File: src/hdl/sctl_pkg.sv
// sctl_pkg: shared types and codes of the sorted countdown timer list
// depends on nothing
`default_nettype none
package sctl_pkg;
	localparam int DEPTH_DEF    = 16;
	localparam int TAG_BITS_DEF = 16;
	localparam int MAX_RESULTS  = 16;

	localparam logic [2:0] MODE_ADD    = 3'd0;
	localparam logic [2:0] MODE_TICK   = 3'd1;
	localparam logic [2:0] MODE_DELETE = 3'd2;
	localparam logic [2:0] MODE_SEARCH = 3'd3;
	localparam logic [2:0] MODE_LIST   = 3'd4;

	localparam logic [2:0] KIND_ACCEPTED  = 3'd0;
	localparam logic [2:0] KIND_REJECTED  = 3'd1;
	localparam logic [2:0] KIND_COMPLETED = 3'd2;
	localparam logic [2:0] KIND_DELETED   = 3'd3;
	localparam logic [2:0] KIND_NOT_FOUND = 3'd4;
	localparam logic [2:0] KIND_FOUND     = 3'd5;
	localparam logic [2:0] KIND_LISTED    = 3'd6;
	localparam logic [2:0] KIND_EMPTY     = 3'd7;

	typedef struct packed {
		logic [2:0]  mode;
		logic [15:0] time_value;
		logic [15:0] task_tag;
	} in_item_t;

	typedef struct packed {
		logic [2:0]  kind;
		logic [15:0] tag_out;
		logic [15:0] time_left;
		logic        last;
	} out_item_t;
endpackage
`default_nettype wire

File: src/hdl/sorted_countdown_timer_list.sv
// sorted_countdown_timer_list: sorted table of countdown tasks kept in ram
// depends on sctl_pkg, sctl_ram
//
//   channel | dir | signals                   | payload
//   in      | in  | in_valid / in_ready       | in_item_t
//   out     | out | out_valid / out_ready     | out_item_t
//
// items that sweep the table read it one entry a cycle through a registered
// ram read, unless a stalled result holds the sweep, compacting or shifting by
// writing one entry behind the read pointer; a rejected add or an empty list
// is answered without reading the table.
// reset clears the entry count and control; ram contents need no clearing.
// a stalled result holds the sweep; results are staged one behind so the last
// one can be marked; one item is worked at a time.
`default_nettype none
module sorted_countdown_timer_list
	import sctl_pkg::*;
#(
	parameter int DEPTH    = DEPTH_DEF,
	parameter int TAG_BITS = TAG_BITS_DEF
) (
	input  wire logic      clk,
	input  wire logic      arst_n,
	input  wire logic      in_valid,
	output logic           in_ready,
	input  wire in_item_t  in_item,
	output logic           out_valid,
	input  wire logic      out_ready,
	output out_item_t      out_item
);
	localparam int AW = $clog2(DEPTH);
	localparam int CW = $clog2(DEPTH + 1);
	localparam int W  = 16 + TAG_BITS;
	localparam int RW = $clog2(MAX_RESULTS + 1);

	localparam logic [2:0] ST_IDLE  = 3'd0;
	localparam logic [2:0] ST_READ  = 3'd1;
	localparam logic [2:0] ST_PROC  = 3'd2;
	localparam logic [2:0] ST_FIN   = 3'd3;
	localparam logic [2:0] ST_DRAIN = 3'd4;

	logic [2:0]          st_q;
	in_item_t            cmd_q;
	logic [CW-1:0]       cnt_q;
	logic [CW-1:0]       rd_q;
	logic [CW-1:0]       wr_q;
	logic                done_q;
	logic [W-1:0]        carry_q;
	logic                hold_q;
	logic [RW-1:0]       nres_q;
	logic                ov_q;
	out_item_t           ob_q;
	out_item_t           pend_q;
	logic                pv_q;

	logic                we;
	logic [AW-1:0]       waddr, raddr;
	logic [W-1:0]        wdata, rdata;
	logic [15:0]         e_time, dec;
	logic [TAG_BITS-1:0] e_tag, in_tag;
	logic [CW-1:0]       rd_m1;
	logic                ov_set;
	out_item_t           ob_d;

	sctl_ram #(.WIDTH(W), .DEPTH(DEPTH)) u_ram (
		.clk(clk), .we(we), .waddr(waddr), .wdata(wdata), .raddr(raddr), .rdata(rdata)
	);

	// the entry being processed is at index rd_q - 1
	logic        proc_ok;
	logic [2:0]  emit_kind;
	logic        emit;
	logic [15:0] emit_tag, emit_time;
	assign proc_ok = (st_q == ST_PROC) && (!ov_q || out_ready);

	assign e_time = rdata[W-1 -: 16];
	assign e_tag  = rdata[TAG_BITS-1:0];
	assign dec    = e_time - 16'd1;
	assign in_tag = in_item.task_tag[TAG_BITS-1:0];
	assign rd_m1  = rd_q - 1'b1;
	// re-read the current entry while the sweep is held
	assign raddr  = (st_q == ST_PROC && !proc_ok) ? rd_m1[AW-1:0] : rd_q[AW-1:0];
	assign in_ready  = (st_q == ST_IDLE) && !ov_q;
	assign out_valid = ov_q;
	assign out_item  = ob_q;

	function automatic logic [15:0] tag16(input logic [TAG_BITS-1:0] t);
		return 16'(t);
	endfunction

	always_comb begin
		we = 1'b0;
		waddr = wr_q[AW-1:0];
		wdata = rdata;
		emit = 1'b0;
		emit_kind = KIND_LISTED;
		emit_tag = 16'd0;
		emit_time = 16'd0;
		if (proc_ok) begin
			case (cmd_q.mode)
				MODE_ADD: begin
					we = 1'b1;
					if (hold_q) begin
						wdata = carry_q;
					end else if (e_time < cmd_q.time_value) begin
						wdata = rdata;
					end else begin
						wdata = {cmd_q.time_value, cmd_q.task_tag[TAG_BITS-1:0]};
					end
				end
				MODE_TICK: begin
					if (dec == 16'd0) begin
						emit = nres_q < RW'(MAX_RESULTS);
						emit_kind = KIND_COMPLETED;
						emit_tag = tag16(e_tag);
					end else begin
						we = 1'b1;
						wdata = {dec, e_tag};
					end
				end
				MODE_DELETE: begin
					if (done_q) begin
						we = 1'b1;
					end else if (e_time == cmd_q.time_value) begin
						emit = 1'b1;
						emit_kind = KIND_DELETED;
						emit_tag = tag16(e_tag);
						emit_time = cmd_q.time_value;
					end else begin
						we = 1'b1;
					end
				end
				MODE_SEARCH: begin
					if (!done_q && e_time == cmd_q.time_value) begin
						emit = 1'b1;
						emit_kind = KIND_FOUND;
						emit_tag = tag16(e_tag);
						emit_time = cmd_q.time_value;
					end
				end
				default: begin
					emit = nres_q < RW'(MAX_RESULTS);
					emit_kind = KIND_LISTED;
					emit_tag = tag16(e_tag);
					emit_time = e_time;
				end
			endcase
		end else if (st_q == ST_FIN && cmd_q.mode == MODE_ADD) begin
			we = 1'b1;
			wdata = hold_q ? carry_q
				: {cmd_q.time_value, cmd_q.task_tag[TAG_BITS-1:0]};
		end
	end

	// next result presented on the output register
	always_comb begin
		ov_set = 1'b0;
		ob_d = ob_q;
		case (st_q)
			ST_IDLE: begin
				if (in_valid && in_ready) begin
					if (in_item.mode == MODE_ADD
						&& (in_item.time_value == 16'd0 || cnt_q == CW'(DEPTH))) begin
						ov_set = 1'b1;
						ob_d = '{KIND_REJECTED, 16'(in_tag), in_item.time_value, 1'b1};
					end else if (in_item.mode == MODE_LIST && cnt_q == '0) begin
						ov_set = 1'b1;
						ob_d = '{KIND_EMPTY, 16'd0, 16'd0, 1'b1};
					end
				end
			end
			ST_PROC: begin
				if (emit && pv_q) begin
					ov_set = 1'b1;
					ob_d = pend_q;
				end
			end
			ST_FIN: begin
				if (!ov_q || out_ready) begin
					if (cmd_q.mode == MODE_ADD) begin
						ov_set = 1'b1;
						ob_d = '{KIND_ACCEPTED, cmd_q.task_tag, cmd_q.time_value, 1'b1};
					end else if (pv_q) begin
						ov_set = 1'b1;
						ob_d = '{pend_q.kind, pend_q.tag_out, pend_q.time_left, 1'b1};
					end else if (cmd_q.mode inside {MODE_DELETE, MODE_SEARCH}) begin
						ov_set = 1'b1;
						ob_d = '{KIND_NOT_FOUND, 16'd0, cmd_q.time_value, 1'b1};
					end
				end
			end
			default: ;
		endcase
	end

	always_ff @(posedge clk or negedge arst_n) begin
		if (!arst_n) begin
			st_q <= ST_IDLE;
			cnt_q <= '0;
			ov_q <= 1'b0;
			rd_q <= '0;
			wr_q <= '0;
			done_q <= 1'b0;
			hold_q <= 1'b0;
			nres_q <= '0;
			pv_q <= 1'b0;
		end else begin
			if (ov_set) begin
				ov_q <= 1'b1;
				ob_q <= ob_d;
			end else if (out_ready) begin
				ov_q <= 1'b0;
			end
			case (st_q)
				ST_IDLE: begin
					if (in_valid && in_ready) begin
						cmd_q <= '{in_item.mode, in_item.time_value, 16'(in_tag)};
						rd_q <= '0;
						wr_q <= '0;
						done_q <= 1'b0;
						hold_q <= 1'b0;
						nres_q <= '0;
						pv_q <= 1'b0;
						case (in_item.mode)
							MODE_ADD: begin
								if (in_item.time_value != 16'd0 && cnt_q != CW'(DEPTH)) begin
									st_q <= (cnt_q == '0) ? ST_FIN : ST_READ;
								end
							end
							MODE_TICK, MODE_DELETE, MODE_SEARCH: begin
								st_q <= (cnt_q == '0) ? ST_FIN : ST_READ;
							end
							MODE_LIST: begin
								if (cnt_q != '0) begin
									st_q <= ST_READ;
								end
							end
							default: ;
						endcase
					end
				end
				ST_READ: begin
					rd_q <= rd_q + 1'b1;
					st_q <= ST_PROC;
				end
				ST_PROC: begin
					if (proc_ok) begin
						if (we) begin
							wr_q <= wr_q + 1'b1;
						end
						if (cmd_q.mode == MODE_ADD && !hold_q
							&& !(e_time < cmd_q.time_value)) begin
							hold_q <= 1'b1;
							carry_q <= rdata;
						end else if (cmd_q.mode == MODE_ADD && hold_q) begin
							carry_q <= rdata;
						end
						if (emit) begin
							pend_q <= '{emit_kind, emit_tag, emit_time, 1'b0};
							pv_q <= 1'b1;
							nres_q <= nres_q + 1'b1;
						end
						if (emit && (cmd_q.mode inside {MODE_DELETE, MODE_SEARCH})) begin
							done_q <= 1'b1;
						end
						if (rd_q == cnt_q) begin
							st_q <= ST_FIN;
						end else begin
							rd_q <= rd_q + 1'b1;
						end
					end
				end
				ST_FIN: begin
					if (!ov_q || out_ready) begin
						st_q <= ST_DRAIN;
						case (cmd_q.mode)
							MODE_ADD: begin
								cnt_q <= cnt_q + 1'b1;
							end
							MODE_TICK: begin
								cnt_q <= wr_q;
							end
							MODE_DELETE: begin
								if (done_q) begin
									cnt_q <= cnt_q - 1'b1;
								end
							end
							default: ;
						endcase
					end
				end
				default: begin
					if (!ov_q) begin
						st_q <= ST_IDLE;
					end
				end
			endcase
		end
	end
endmodule
`default_nettype wire

File: src/hdl/sctl_ram.sv
// sctl_ram: generic single-port-write, single-port-read ram with registered read
// depends on nothing
`default_nettype none
module sctl_ram #(
	parameter int WIDTH = 32,
	parameter int DEPTH = 16
) (
	input  wire logic                     clk,
	input  wire logic                     we,
	input  wire logic [$clog2(DEPTH)-1:0] waddr,
	input  wire logic [WIDTH-1:0]         wdata,
	input  wire logic [$clog2(DEPTH)-1:0] raddr,
	output logic      [WIDTH-1:0]         rdata
);
	logic [WIDTH-1:0] mem [DEPTH];

	always_ff @(posedge clk) begin
		if (we) begin
			mem[waddr] <= wdata;
		end
		rdata <= mem[raddr];
	end
endmodule
`default_nettype wire

File: config.mk
export PLATFORM = sky130hd
export DESIGN_NAME = sorted_countdown_timer_list
export DESIGN_NICKNAME = d
export VERILOG_FILES = /design/src/hdl/sctl_pkg.sv /design/src/hdl/sorted_countdown_timer_list.sv /design/src/hdl/sctl_ram.sv
export SDC_FILE = /design/constraint.sdc
export NUM_CORES = 1
export LEC_CHECK = 0
export BUFFER_PORTS_ARGS = -buffer_cell sky130_fd_sc_hd__buf_2
export CELL_PAD_IN_SITES_DETAIL_PLACEMENT = 0
export CELL_PAD_IN_SITES_GLOBAL_PLACEMENT = 1
export CORE_MARGIN = 5
export CORE_UTILIZATION = 56
export CTS_BUF_LIST = sky130_fd_sc_hd__clkbuf_4 sky130_fd_sc_hd__clkbuf_8
export CTS_CLUSTER_SIZE = 28
export DETAILED_ROUTE_END_ITERATION = 10
export GPL_TIMING_DRIVEN = 0
export PLACE_DENSITY_LB_ADDON = 0.1
export SETUP_SLACK_MARGIN = 0.05
export SLEW_MARGIN = 10
export SYNTH_ARGS = -nofsm -noshare
export SYNTH_HDL_FRONTEND = slang
export SYNTH_SLANG_ARGS = --single-unit
File: constraint.sdc
create_clock -name clk -period 6.3 [get_ports clk]
set_input_delay 1.26 -clock clk [delete_from_list [all_inputs] [get_ports clk]]
set_output_delay 1.26 -clock clk [all_outputs]
set_load 0.02 [all_outputs]
==> metrics.md <==
| Metric | Value |
|---|---|
| P_sw | `approximately 0.0054 W` |
| CTS Sinks | `approximately 700` |
| ANT nets after route | `0` |
| VDD IR-drop max | `between 0.2 and 0.3 mV` |
| Row cnt | `between 80 and 90` |
| Longest Clk Path Bufs | `3` |
| Clock edge transition at the registers on the reported setup and hold paths | `approximately 60 ps` |
| Worst hold slack | `around 460 ps` |
| Period minus WS final | `roughly 5100 ps` |
| Final Hold Fails | `0` |
| DR vias/cell | `6.34` |
| Post-synth top flop | `edfxtp_1` |
| Power share of the sequential group | `around 43%` |
| Max Fanout on Critical Path | `19` |
| Layout area overhead | `14.9%` |
| Remaining DRCs | `0` |
| Unique masters post-synth | `75` |
| Core Area | `approximately 50000 um2` |
| Mapped Nets | `1728` |
| Synthesis warning total | `0` |
| EDFF count, synth | `650` |
| Max cap viols | `0` |
| Synthesized area | `between 20000 and 30000 um2` |
| Number of global-route vias before repair | `16800` |
| Initial Utilization | `56.8%` |
| I/O Buffers | `76` |
| Slew @ Worst Pin | `approximately 1300 ps` |
| Setup violators final | `0` |
| Die height | `approximately 240 um` |
| Clock power frac | `between 20% and 30%` |
| Async SR Flop Fraction | `3.81%` |
| Multi-input logic area | `between 7000 and 8000 um2` |
| Post-Route WL | `around 72 mm` |
| Power Density | `approximately 470 nW/um2` |
| Initial antenna violation count | `3` |
| Outcome | `completed` |
| Gpl congestion | `between 0.9 and 1` |
| Unrepaired setup endpoints after global routing | `no` |
| Number of synthesized register bits | `709` |
| Kind of critical path | `reg -> reg` |
| Pleak | `between 10 and 15 nW` |
| WP data arrival | `between 5000 and 6000 ps` |
| IO Pins | `77` |
| CP Capture Type | `flop` |
| Postcts setup bufs | `0` |
| Worst setup SP type | `flop` |
| Die X | `approximately 240 um` |
| Worst slew margin | `about an eighth` |
| First-pass detailed-route iteration total | `6` |
| Worst-Skew Late Latency | `approximately 730 ps` |
| P_int | `between 0.01 and 0.015 W` |
| Cell taking the most area after synthesis | `edfxtp_1` |
| Post-DR wirelength/cell | `27.2 um` |
| Layout Skew | `about 29 ps` |
| HPWL after detailed placement | `49.9 mm` |
| Total CTS buffers | `between 100 and 150` |
| Die area | `between 50000 and 60000 um2` |
| Cts-stage hold buffer count | `0` |
| Post-synth top area share | `about two thirds` |
| Part of the Yosys area used for sequential elements | `a little under three quarters` |
| Grt ovf | `0` |
| Global-route wire length before repair | `~110 mm` |
| Share of post-route cells with drive strength above 1 | `a little over a quarter` |
| Final Max Tran Viols | `0` |
| Max Clk Rate | `between 0.15 and 0.2 GHz` |
| Worst hold path class | `reg -> reg` |
| Final Cycle Share | `80.9%` |
| Vias | `between 15000 and 20000` |
| Sequential cell area | `approximately 21000 um2` |
| Avg Cell Area, Syn | `about 18 um2` |
| Switch share | `about a third` |
| Fin Setup TNS | `0 ps` |
| Clk root buf | `clkbuf_8` |
| PostCTS Resize Cnt | `0` |
| Nets@finish | `1961` |
| Comb pwr share | `between 30% and 40%` |
| Fillers | `3591` |
| Reg2Reg Setup Slack | `1200 ps` |
| Total GRT Usage | `between 20% and 30%` |
| Mapped Cells | `approximately 1700` |
| Worst Path Required | `between 6000 and 7000 ps` |
| Pin count of the biggest net entering global routing | `36` |
| DRT iter0 DRCs | `between 2000 and 2500` |
| Top post-synthesis cells by area | `edfxtp_1 (67%), mux4_2 (12%), dfrtp_1 (2.3%)` |
| CTS H-tree lvls | `3` |
| TritonCTS clock tree | `yes` |
==> layout by cell type, fill, tap and decap left out, drive strengths merged, types with 21 or more instances in the layout <==
| cell | count |
|---|---|
| inv | 70 |
| edfxtp | 650 |
| nor2 | 77 |
| ha | 28 |
| a222oi | 32 |
| and2 | 21 |
| dfrtp | 27 |
| clkbuf | 226 |
| nand3 | 24 |
| nor3 | 22 |
| o21ai | 49 |
| nand2 | 67 |
| dfxtp | 32 |
| o22ai | 23 |
| mux4 | 160 |
| a21oi | 46 |
| buf | 137 |
| clkinv | 35 |
==> worst max-delay path, cell delays in order, from the launching register on <==
cell and delay (ps):
dfxtp_1 550, clkbuf_1 410, inv_1 260, ha_1 370, o21a_1 160, a31o_2 260, a32oi_1 460, nor2_1 160
a21oi_2 490, o21ai_0 540, nor2_4 860, buf_16 250
==> sequential cells by signal, summed over array words and instances (netlist names), 32 cells and up <==
signal       count
u_ram.mem      512
out_item        36
cmd_q           35
pend_q          35
carry_q         32
u_ram.rdata     32
==> worst paths after layout <==
path | endpoint | cells after the start | start
max in group asynchronous | nres_q[4] | 1 | arst_n
min reg2reg | carry_q[12] | 0 | u_ram.rdata[12]
max reg2reg | u_ram.mem[12][9] | 11 | u_ram.rdata[16]
min | carry_q[12] | 0 | u_ram.rdata[12]
min in group asynchronous | st_q[2] | 1 | arst_n
max | u_ram.mem[12][9] | 11 | u_ram.rdata[16]
==> cell usage after synthesis, drive strengths merged (4+ instances only) <==
cell type / count
a21o: 6
a32oi: 5
clkbuf: 73
nand2b: 7
a31oi: 6
mux2: 12
a22oi: 8
ha: 28
a311o: 11
or2: 5
xnor2: 10
and2: 21
or4: 5
nor2b: 6
mux2i: 8
dfxtp: 32
and3: 16
nor3: 22
inv: 66
nor2: 77
mux4: 160
o211a: 8
nor4: 11
o22ai: 23
xor2: 13
edfxtp: 650
a211o: 7
dfrtp: 27
a222oi: 32
o211ai: 15
o21ai: 49
a22o: 16
nand2: 67
nand3: 24
nand4: 12
a21oi: 46
buf: 18
o21a: 4
or3: 12
==> power groups by stage <==
stage          Combinational [W]  Clock (W)  Sequential [W]
2_1_floorplan            0.00335          0         0.00679
3_3_place_gp             0.00483          0         0.00691
3_5_place_dp             0.00506          0         0.00690
4_1_cts                  0.00507    0.00404         0.00680
5_1_grt                  0.00552    0.00427         0.00684
6_report                 0.00512    0.00398         0.00681
==> cell families (layout without fill, tap and decap cells) <==
family	after synthesis	in the layout	synth area share, %
muxes	180	180	13.0
AOI/OAI and AO/OA	267	267	6.63
buffers and inverters	157	477	2.11
adders and majority gates	29	29	1.27
other	0	1	0
xor gates and xnor gates	23	23	0.688
DFF	709	709	71.2
and+or+nand+nor	295	295	5.07
==> per-layer routing <==
metal  vias to the layer above  GRT usage (%)  share of wire (%)
met5                         -              0                  0
met4                         0           6.77                2.2
met2                       822           40.9                 48
li1                       7283              -                  -
met1                      8646           37.1                 41
met3                       121           5.12                8.3
==> area by class of cell <==
type                    instances  area share, %
flip-flops and latches        709           61.9
multi-input cells             794           23.8
clock buffers                 152           5.57
repair buffers                120           3.12
well taps                     680           2.53
clock inverters                48           1.22
plain buffers                  91           1.10
inverters                      66          0.737
diodes                          1        0.00744
==> stage by stage <==
| step | worst slack [ps] | instance area, um2 | std cells | total power [W] | util, % |
|---|---|---|---|---|---|
| 2_1_floorplan | 1230 | 29300 | 1660 | 0.0101 | - |
| 3_3_place_gp | -2540 | 30500 | 2416 | 0.0117 | 59.2 |
| 3_5_place_dp | 1200 | 31300 | 2458 | 0.0120 | 60.8 |
| 4_1_cts | 1180 | 33600 | 2658 | 0.0159 | 65.2 |
| 5_1_grt | 1050 | 33600 | 2661 | 0.0166 | 65.3 |
| 6_report | 1200 | 33600 | 2661 | 0.0159 | 65.3 |
No activity file was read; power rests on OpenSTA's default activity.
